### config.mk
export PLATFORM = sky130hd
export DESIGN_NAME = timeout_channel_table_unit
export DESIGN_NICKNAME = d
export VERILOG_FILES = /design/src/rtl/core/tct_pkg.sv /design/src/rtl/core/timeout_channel_table_unit.sv /design/src/rtl/core/tct_ctrl.sv /design/src/rtl/core/tct_dp.sv
export SDC_FILE = /design/constraint.sdc
export NUM_CORES = 2
export LEC_CHECK = 0
export ABC_AREA = 1
export BUFFER_PORTS_ARGS = -buffer_cell sky130_fd_sc_hd__buf_2
export CAP_MARGIN = 15
export CORE_ASPECT_RATIO = 0.6
export CORE_MARGIN = 4
export CORE_UTILIZATION = 45
export DETAILED_ROUTE_END_ITERATION = 8
export GPL_TIMING_DRIVEN = 0
export PLACE_DENSITY = 0.69
export SYNTH_ARGS = -nofsm -noshare
export SYNTH_HDL_FRONTEND = slang
export SYNTH_SLANG_ARGS = --single-unit
### constraint.sdc
create_clock -name clk -period 10.2 [get_ports clk]
set_input_delay 1.02 -clock clk [delete_from_list [all_inputs] [get_ports clk]]
set_output_delay 1.02 -clock clk [all_outputs]
set_load 0.02 [all_outputs]
### src/rtl/core/tct_pkg.sv
`timescale 1ns / 1ps
`default_nettype none

package tct_pkg;

  localparam int DEF_NUM_CHANNELS = 16;
  localparam int FUNC_W           = 3;
  localparam int KEY_W            = 32;
  localparam int ID_W             = 5;
  localparam int LIMIT_W          = 32;
  localparam int FIRE_W           = 16;

  typedef enum logic [FUNC_W-1:0] {
    FUNC_REGISTER       = 3'd0,
    FUNC_UNREGISTER     = 3'd1,
    FUNC_RESET_COUNTER  = 3'd2,
    FUNC_CHANGE_TIMEOUT = 3'd3,
    FUNC_TICK           = 3'd4
  } func_t;

  typedef enum logic [1:0] {
    ST_IDLE,
    ST_SWEEP,
    ST_FINISH
  } state_t;

  typedef struct packed {
    logic load;
    logic rd_en;
    logic finish;
  } cmd_t;

  typedef struct packed {
    logic sweep_req;
  } status_t;

endpackage

`default_nettype wire

### src/rtl/core/timeout_channel_table_unit.sv
// Register and tick walk every slot of the table, one slot per cycle, before the result
//   strobe; the other operations (unregister, reset counter, change timeout) skip the walk.
//   Start is taken only in idle, while busy is low: a new operation is not accepted until
//   the controller is back in idle after the previous one.
// Results are one-cycle strobes on out_valid; the receiver cannot stall.
// Reset (rst_n low, synchronous) empties the table and returns the controller to idle.
`timescale 1ns / 1ps
`default_nettype none

module timeout_channel_table_unit
  import tct_pkg::*;
#(
  parameter int NUM_CHANNELS = DEF_NUM_CHANNELS
) (
  input  wire logic               clk,
  input  wire logic               rst_n,
  input  wire logic               start,
  output logic                    busy,
  input  wire logic [FUNC_W-1:0]  in_func,
  input  wire logic [KEY_W-1:0]   in_name_key,
  input  wire logic [ID_W-1:0]    in_handler_id,
  input  wire logic [LIMIT_W-1:0] in_timeout_value,
  output logic                    out_valid,
  output logic                    out_ok,
  output logic [ID_W-1:0]         out_id,
  output logic [FIRE_W-1:0]       out_fire_mask
);

  localparam int IDX_W = (NUM_CHANNELS > 1) ? $clog2(NUM_CHANNELS) : 1;

  cmd_t             cmd;
  status_t          status;
  logic [IDX_W-1:0] rd_addr;

  tct_ctrl #(
    .NUM_CHANNELS(NUM_CHANNELS)
  ) u_ctrl (
    .clk       (clk),
    .rst_n     (rst_n),
    .start     (start),
    .busy      (busy),
    .out_valid (out_valid),
    .status    (status),
    .cmd       (cmd),
    .rd_addr   (rd_addr)
  );

  tct_dp #(
    .NUM_CHANNELS(NUM_CHANNELS)
  ) u_dp (
    .clk              (clk),
    .rst_n            (rst_n),
    .in_func          (in_func),
    .in_name_key      (in_name_key),
    .in_handler_id    (in_handler_id),
    .in_timeout_value (in_timeout_value),
    .cmd              (cmd),
    .rd_addr          (rd_addr),
    .status           (status),
    .out_ok           (out_ok),
    .out_id           (out_id),
    .out_fire_mask    (out_fire_mask)
  );

endmodule

`default_nettype wire

### src/rtl/core/tct_ctrl.sv
`timescale 1ns / 1ps
`default_nettype none

module tct_ctrl
  import tct_pkg::*;
#(
  parameter int NUM_CHANNELS = DEF_NUM_CHANNELS
) (
  input  wire logic                 clk,
  input  wire logic                 rst_n,
  input  wire logic                 start,
  output logic                      busy,
  output logic                      out_valid,
  input  wire status_t              status,
  output cmd_t                      cmd,
  output logic [((NUM_CHANNELS > 1) ? $clog2(NUM_CHANNELS) : 1)-1:0] rd_addr
);

  localparam int IDX_W = (NUM_CHANNELS > 1) ? $clog2(NUM_CHANNELS) : 1;
  localparam int CNT_W = $clog2(NUM_CHANNELS + 1);

  state_t           state_r, state_nxt;
  logic [CNT_W-1:0] cnt_r, cnt_nxt;
  logic             out_valid_r, out_valid_nxt;

  always_ff @(posedge clk) begin
    if (!rst_n) begin
      state_r     <= ST_IDLE;
      cnt_r       <= '0;
      out_valid_r <= 1'b0;
    end else begin
      state_r     <= state_nxt;
      cnt_r       <= cnt_nxt;
      out_valid_r <= out_valid_nxt;
    end
  end

  always_comb begin
    state_nxt     = state_r;
    cnt_nxt       = cnt_r;
    out_valid_nxt = 1'b0;
    cmd           = '0;
    busy          = 1'b1;
    unique case (state_r)
      ST_IDLE: begin
        busy = 1'b0;
        if (start) begin
          cmd.load  = 1'b1;
          cnt_nxt   = '0;
          state_nxt = status.sweep_req ? ST_SWEEP : ST_FINISH;
        end
      end
      ST_SWEEP: begin
        if (32'(cnt_r) < NUM_CHANNELS) begin
          cmd.rd_en = 1'b1;
          cnt_nxt   = cnt_r + CNT_W'(1);
        end else begin
          state_nxt = ST_FINISH;
        end
      end
      ST_FINISH: begin
        cmd.finish    = 1'b1;
        out_valid_nxt = 1'b1;
        state_nxt     = ST_IDLE;
      end
      default: begin
        state_nxt = ST_IDLE;
      end
    endcase
  end

  assign rd_addr   = IDX_W'(cnt_r);
  assign out_valid = out_valid_r;

endmodule

`default_nettype wire

### src/rtl/core/tct_dp.sv
`timescale 1ns / 1ps
`default_nettype none

module tct_dp
  import tct_pkg::*;
#(
  parameter int NUM_CHANNELS = DEF_NUM_CHANNELS
) (
  input  wire logic                 clk,
  input  wire logic                 rst_n,
  input  wire logic [FUNC_W-1:0]    in_func,
  input  wire logic [KEY_W-1:0]     in_name_key,
  input  wire logic [ID_W-1:0]      in_handler_id,
  input  wire logic [LIMIT_W-1:0]   in_timeout_value,
  input  wire cmd_t                 cmd,
  input  wire logic [((NUM_CHANNELS > 1) ? $clog2(NUM_CHANNELS) : 1)-1:0] rd_addr,
  output status_t                   status,
  output logic                      out_ok,
  output logic [ID_W-1:0]           out_id,
  output logic [FIRE_W-1:0]         out_fire_mask
);

  localparam int IDX_W = (NUM_CHANNELS > 1) ? $clog2(NUM_CHANNELS) : 1;

  logic [KEY_W-1:0]   key_mem   [NUM_CHANNELS];
  logic [LIMIT_W-1:0] limit_mem [NUM_CHANNELS];
  logic [LIMIT_W-1:0] count_mem [NUM_CHANNELS];

  logic [NUM_CHANNELS-1:0] active_r, active_nxt;

  logic [FUNC_W-1:0]  func_r;
  logic [KEY_W-1:0]   key_r;
  logic [ID_W-1:0]    hid_r;
  logic [LIMIT_W-1:0] limit_r;

  logic               vd_r;
  logic [IDX_W-1:0]   idx_d_r;
  logic [KEY_W-1:0]   key_q_r;
  logic [LIMIT_W-1:0] limit_q_r;
  logic [LIMIT_W-1:0] count_q_r;

  logic               dup_r, dup_nxt;
  logic [IDX_W-1:0]   dup_idx_r, dup_idx_nxt;
  logic               free_r, free_nxt;
  logic [IDX_W-1:0]   free_idx_r, free_idx_nxt;
  logic [FIRE_W-1:0]  fire_r, fire_nxt;

  logic               ok_r, ok_nxt;
  logic [ID_W-1:0]    id_r, id_nxt;
  logic [FIRE_W-1:0]  mask_r, mask_nxt;

  logic               key_we;
  logic               limit_we;
  logic               count_we;
  logic [IDX_W-1:0]   key_wa;
  logic [IDX_W-1:0]   limit_wa;
  logic [IDX_W-1:0]   count_wa;
  logic [LIMIT_W-1:0] limit_wd;
  logic [LIMIT_W-1:0] count_wd;

  logic               hid_in_range;
  logic [IDX_W-1:0]   hid_idx;
  logic               hid_hit;
  logic [IDX_W:0]     dup_id_w;
  logic [IDX_W:0]     free_id_w;

  assign status.sweep_req = (in_func == FUNC_REGISTER) || (in_func == FUNC_TICK);

  assign hid_in_range = (hid_r != '0) && (32'(hid_r) <= NUM_CHANNELS);
  assign hid_idx      = IDX_W'(hid_r - ID_W'(1));
  assign hid_hit      = hid_in_range && active_r[hid_idx];
  assign dup_id_w     = {1'b0, dup_idx_r} + (IDX_W+1)'(1);
  assign free_id_w    = {1'b0, free_idx_r} + (IDX_W+1)'(1);

  always_ff @(posedge clk) begin
    if (cmd.load) begin
      func_r  <= in_func;
      key_r   <= in_name_key;
      hid_r   <= in_handler_id;
      limit_r <= in_timeout_value;
    end
    if (cmd.rd_en) begin
      idx_d_r   <= rd_addr;
      key_q_r   <= key_mem[rd_addr];
      limit_q_r <= limit_mem[rd_addr];
      count_q_r <= count_mem[rd_addr];
    end
    if (key_we) begin
      key_mem[key_wa] <= key_r;
    end
    if (limit_we) begin
      limit_mem[limit_wa] <= limit_wd;
    end
    if (count_we) begin
      count_mem[count_wa] <= count_wd;
    end
    dup_r      <= dup_nxt;
    dup_idx_r  <= dup_idx_nxt;
    free_r     <= free_nxt;
    free_idx_r <= free_idx_nxt;
    fire_r     <= fire_nxt;
    ok_r       <= ok_nxt;
    id_r       <= id_nxt;
    mask_r     <= mask_nxt;
  end

  always_ff @(posedge clk) begin
    if (!rst_n) begin
      active_r <= '0;
      vd_r     <= 1'b0;
    end else begin
      active_r <= active_nxt;
      vd_r     <= cmd.rd_en;
    end
  end

  always_comb begin
    active_nxt   = active_r;
    dup_nxt      = dup_r;
    dup_idx_nxt  = dup_idx_r;
    free_nxt     = free_r;
    free_idx_nxt = free_idx_r;
    fire_nxt     = fire_r;
    ok_nxt       = ok_r;
    id_nxt       = id_r;
    mask_nxt     = mask_r;
    key_we       = 1'b0;
    limit_we     = 1'b0;
    count_we     = 1'b0;
    key_wa       = idx_d_r;
    limit_wa     = idx_d_r;
    count_wa     = idx_d_r;
    limit_wd     = limit_r;
    count_wd     = '0;

    if (cmd.load) begin
      dup_nxt  = 1'b0;
      free_nxt = 1'b0;
      fire_nxt = '0;
    end

    // scan stage: one slot per cycle
    if (vd_r) begin
      if (func_r == FUNC_TICK) begin
        if (active_r[idx_d_r]) begin
          count_we = 1'b1;
          if (count_q_r >= limit_q_r) begin
            count_wd = '0;
            for (int b = 0; b < FIRE_W; b++) begin
              if (32'(idx_d_r) == b) begin
                fire_nxt[b] = 1'b1;
              end
            end
          end else begin
            count_wd = count_q_r + LIMIT_W'(1);
          end
        end
      end else begin
        if (active_r[idx_d_r] && (key_q_r == key_r) && !dup_r) begin
          dup_nxt     = 1'b1;
          dup_idx_nxt = idx_d_r;
        end
        if (!active_r[idx_d_r] && !free_r) begin
          free_nxt     = 1'b1;
          free_idx_nxt = idx_d_r;
        end
      end
    end

    if (cmd.finish) begin
      ok_nxt   = 1'b0;
      id_nxt   = '0;
      mask_nxt = '0;
      unique case (func_r)
        FUNC_REGISTER: begin
          if (dup_r) begin
            id_nxt = ID_W'(dup_id_w);
          end else if (free_r) begin
            key_we               = 1'b1;
            key_wa               = free_idx_r;
            limit_we             = 1'b1;
            limit_wa             = free_idx_r;
            limit_wd             = limit_r;
            count_we             = 1'b1;
            count_wa             = free_idx_r;
            count_wd             = '0;
            active_nxt[free_idx_r] = 1'b1;
            ok_nxt               = 1'b1;
            id_nxt               = ID_W'(free_id_w);
          end
        end
        FUNC_UNREGISTER: begin
          if (hid_hit) begin
            active_nxt[hid_idx] = 1'b0;
            ok_nxt              = 1'b1;
          end
        end
        FUNC_RESET_COUNTER: begin
          if (hid_hit) begin
            count_we = 1'b1;
            count_wa = hid_idx;
            count_wd = '0;
            ok_nxt   = 1'b1;
          end
        end
        FUNC_CHANGE_TIMEOUT: begin
          if (hid_hit) begin
            limit_we = 1'b1;
            limit_wa = hid_idx;
            limit_wd = limit_r;
            count_we = 1'b1;
            count_wa = hid_idx;
            count_wd = '0;
            ok_nxt   = 1'b1;
          end
        end
        FUNC_TICK: begin
          ok_nxt   = 1'b1;
          mask_nxt = fire_r;
        end
        default: begin
          ok_nxt = 1'b0;
        end
      endcase
    end
  end

  assign out_ok        = ok_r;
  assign out_id        = id_r;
  assign out_fire_mask = mask_r;

endmodule

`default_nettype wire

==> flow_summary.yaml <==
synthesis:
  muxShareOfSynthArea_pct: 2.19
  synthAdderAreaFrac_pct: 0.754
  syn_nets: 5350
  syn_inst: 5232
  synthArstFlopShare_pct: 0
  synth_top_family_by_area: "simple AND/OR/NAND/NOR gates"
  synthTopCellsByArea: "edfxtp_1, nor2_1, o21ai_0"
  synth_flop_cell: "edfxtp_1"
  ys_ff_latch: 1781
  synth_compound_area_share_pct: 8.72
  synth_cell_types: 59
  syn_avg_cell_area_um2: 13.6
  synth_top_area_share_pct: 73.1
  syn_area_um2: 71400
  synth_warnings: 0
  synth_simple_gate_area_share_pct: 10.6
  ys_seq_area_share_pct: 74.3
  synth_enable_flop_cells: 1738
  yosysTopAreaCell: "edfxtp_1"
  synth_xor_area_share_pct: 0.415
detailed_routing:
  firstDrtPassIters: 9
  wirelength_um: 213000
  wl_per_cell_um: 27.3
  dr.first_iter.drc_count: 7436
  num_vias: 47100
  final_antenna_net_count: 0
  drcViolationCount: 0
  drt-vias-per-instance: 6.04
floorplanning:
  die_height_um: 316
  start_util_pct: 45.6
  boundaryPins: 99
  rows: 112
  die_area_um2: 165000
  core-area_um2: 157000
  die_w_um: 522
setup_path:
  crit_required_ns: 10.68
  cpPeakStageDelay_ns: 0.55
  path_cells: "buf_6 > inv_6 > buf_12 > ha_1 > inv_1 > nand3_1 > nand2_1 > nand2_1 > nand2_2 > nand2_4 > nand3_4 > nand2_2 > nand3_2 > a21oi_1 > nand2_1 > nor2_4 > buf_12"
  cp_max_fo: 22
  worstSetupStartpointType: "register"
  critPathBufInv: 5
  ff2ff_path_depth: 17
  crit_path_end_kind: "register"
  critPathSlowestCell: "nor2_4"
  crit_family: "simple AND/OR/NAND/NOR gates"
  crit_cells: 17
  crit_type: "register to register"
  crit_path_frequent_cell: "nand2_1"
  cp_data_arrival_time_ns: 4.83
sta:
  layout_setup_ws_ns: 5.85
  rsz0062_at_grt: "false"
  fin_crit_sh_pct: 42.7
  whs_ns: 0.389
  setup_viol: 0
  fin_crit_ns: 4.35
  fin_worst_skew_ns: 0.0326
  finalMaxSlewViolations: 0
  relSlewSlack_pct: 14.5
  fmax_mhz: 230
  finalHoldViolations: 0
  tightestPinTransition_ns: 1.28
placement:
  dp_hpwl_um: 148000
  io_buffers: 98
  routabilityCongestion: 0.969
  placed_cell_area_um2: 76400
  dp.cells: 7514
  place_ws_ns: 5.96
pwr:
  max-vdd-ir-drop_mv: 0.162
  power_leakage_uw: 0.0252
  power.density_nw_per_um2: 184
status:
  status: "completed"
cts:
  cts_buffers: 156
  cts.clk_slew.worst_paths_ns: 0.07
  cts_resized: 0
  cts-htree-levels: 4
  clock_latency_ns: 0.80
  cts_sinks: 1781
  cts_tree: "yes"
  clk_path_buf_depth: 3
  cts_hold_buf: 0
  root_buffer: "clkbuf_16"
  post-cts-setup-buffer-count: 0
final_layout:
  final_cell_mix: "edfxtp_1, nor2_1, o21ai_0, nand2_1, clkbuf_1"
  layout-drive-gt1-share_pct: 11.0
  area_delta_synth_final_pct: 13.6
  fin_nets: 5684
  design_area_um2: 81100
  final_cells: 7801
  final_util_pct: 51.8
  final_common_cell: "edfxtp_1"
hold_path:
  hold_class: "input port to register"
  hold_depth: 1
global_routing:
  grt_pass1_vias: 44500
  grt_pass1_wl_um: 306000
  grt_overflow: 0
  grt_max_degree: 51
  grt.total_usage_pct: 25.3
  grt_antenna_before_repair: 10
job:
  drv_cap: 0
## area by class of cell
type	count	area (um^2)
fill	12900	75400
sequential	1781	53100
multi-input combinational	2933	16600
clock buffer	202	4140
tap	2109	2640
timing repair buffer	176	1940
buffer	316	1350
inverter	202	768
clock inverter	77	569
antenna	5	12.5
## sequential cells by signal (all words and copies together), names as in the netlist
register	cells
u_dp.free_idx_r	4
u_dp.limit_r	32
u_dp.limit_mem	512
u_ctrl.out_valid	1
u_dp.active_r	16
u_dp.key_mem	512
u_dp.dup_idx_r	4
u_dp.out_ok	1
u_dp.hid_r	5
u_ctrl.cnt_r	5
u_dp.dup_r	1
u_dp.idx_d_r	4
u_dp.out_fire_mask	16
u_dp.key_q_r	32
u_dp.count_q_r	32
u_dp.count_mem	512
u_ctrl.state_r	2
u_dp.out_id	5
u_dp.fire_r	16
u_dp.vd_r	1
u_dp.free_r	1
u_dp.key_r	32
u_dp.limit_q_r	32
u_dp.func_r	3
## through the flow
stage	total power, uW	TNS (ns)
floorplan	8890	0
global placement	9370	-0.492
detailed placement	9400	0
CTS	14900	0
global route	15300	0
finish	14900	0
## worst reg2reg max path, delay by kind of cell, from the launching register on
| kind | cells | cell delay (ns) |
|---|---|---|
| adders and majority gates | 1 | 0.51 |
| DFF | 1 | 0.39 |
| buffers and inverters | 5 | 0.90 |
| AOI/OAI and AO/OA | 1 | 0.41 |
| and+or+nand+nor | 10 | 1.78 |
## logic make-up after synthesis
logic type      after synthesis
flops                      1781
fa+ha+maj                    43
simple gates               1786
compound gates              915
xor+xnor                     33
mux                         156
buf+inv                     518
## cell usage after synthesis, drive strengths merged, types with 26 or more instances
library cell / count
nor2: 990
nand2: 402
dfxtp: 43
nand4: 34
buf: 90
edfxtp: 1738
o211ai: 49
o32ai: 228
nor3: 72
ha: 43
mux2i: 156
clkbuf: 226
xor2: 26
a21oi: 36
nand3: 248
inv: 199
o221ai: 156
o21ai: 429
## layer usage
metal	vias to the layer above	track usage, %	part of all wire [%]
li1	20300	-	-
met1	23200	37.7	41
met2	3306	34.7	41
met3	338	8.87	15
met4	0	7.61	2.8
met5	-	0	0
## power by group
part / switching [uW] / internal, uW / leakage (uW) / total, uW
clock network: 2670 / 2980 / 0.00228 / 5650
registers: 113 / 8070 / 0.0153 / 8190
logic: 810 / 292 / 0.00762 / 1100
total: 3590 / 11300 / 0.0252 / 14900
## worst paths after layout
path                  start                    end  slack, ns
max           u_dp.hid_r[0]  u_dp.limit_mem[7][30]       5.85
min reg2reg  u_dp.fire_r[1]         u_dp.fire_r[1]       0.46
max reg2reg   u_dp.hid_r[0]  u_dp.limit_mem[7][30]       5.85
min              in_func[2]         u_dp.func_r[2]       0.39
No activity file was read; power rests on OpenSTA's default activity.
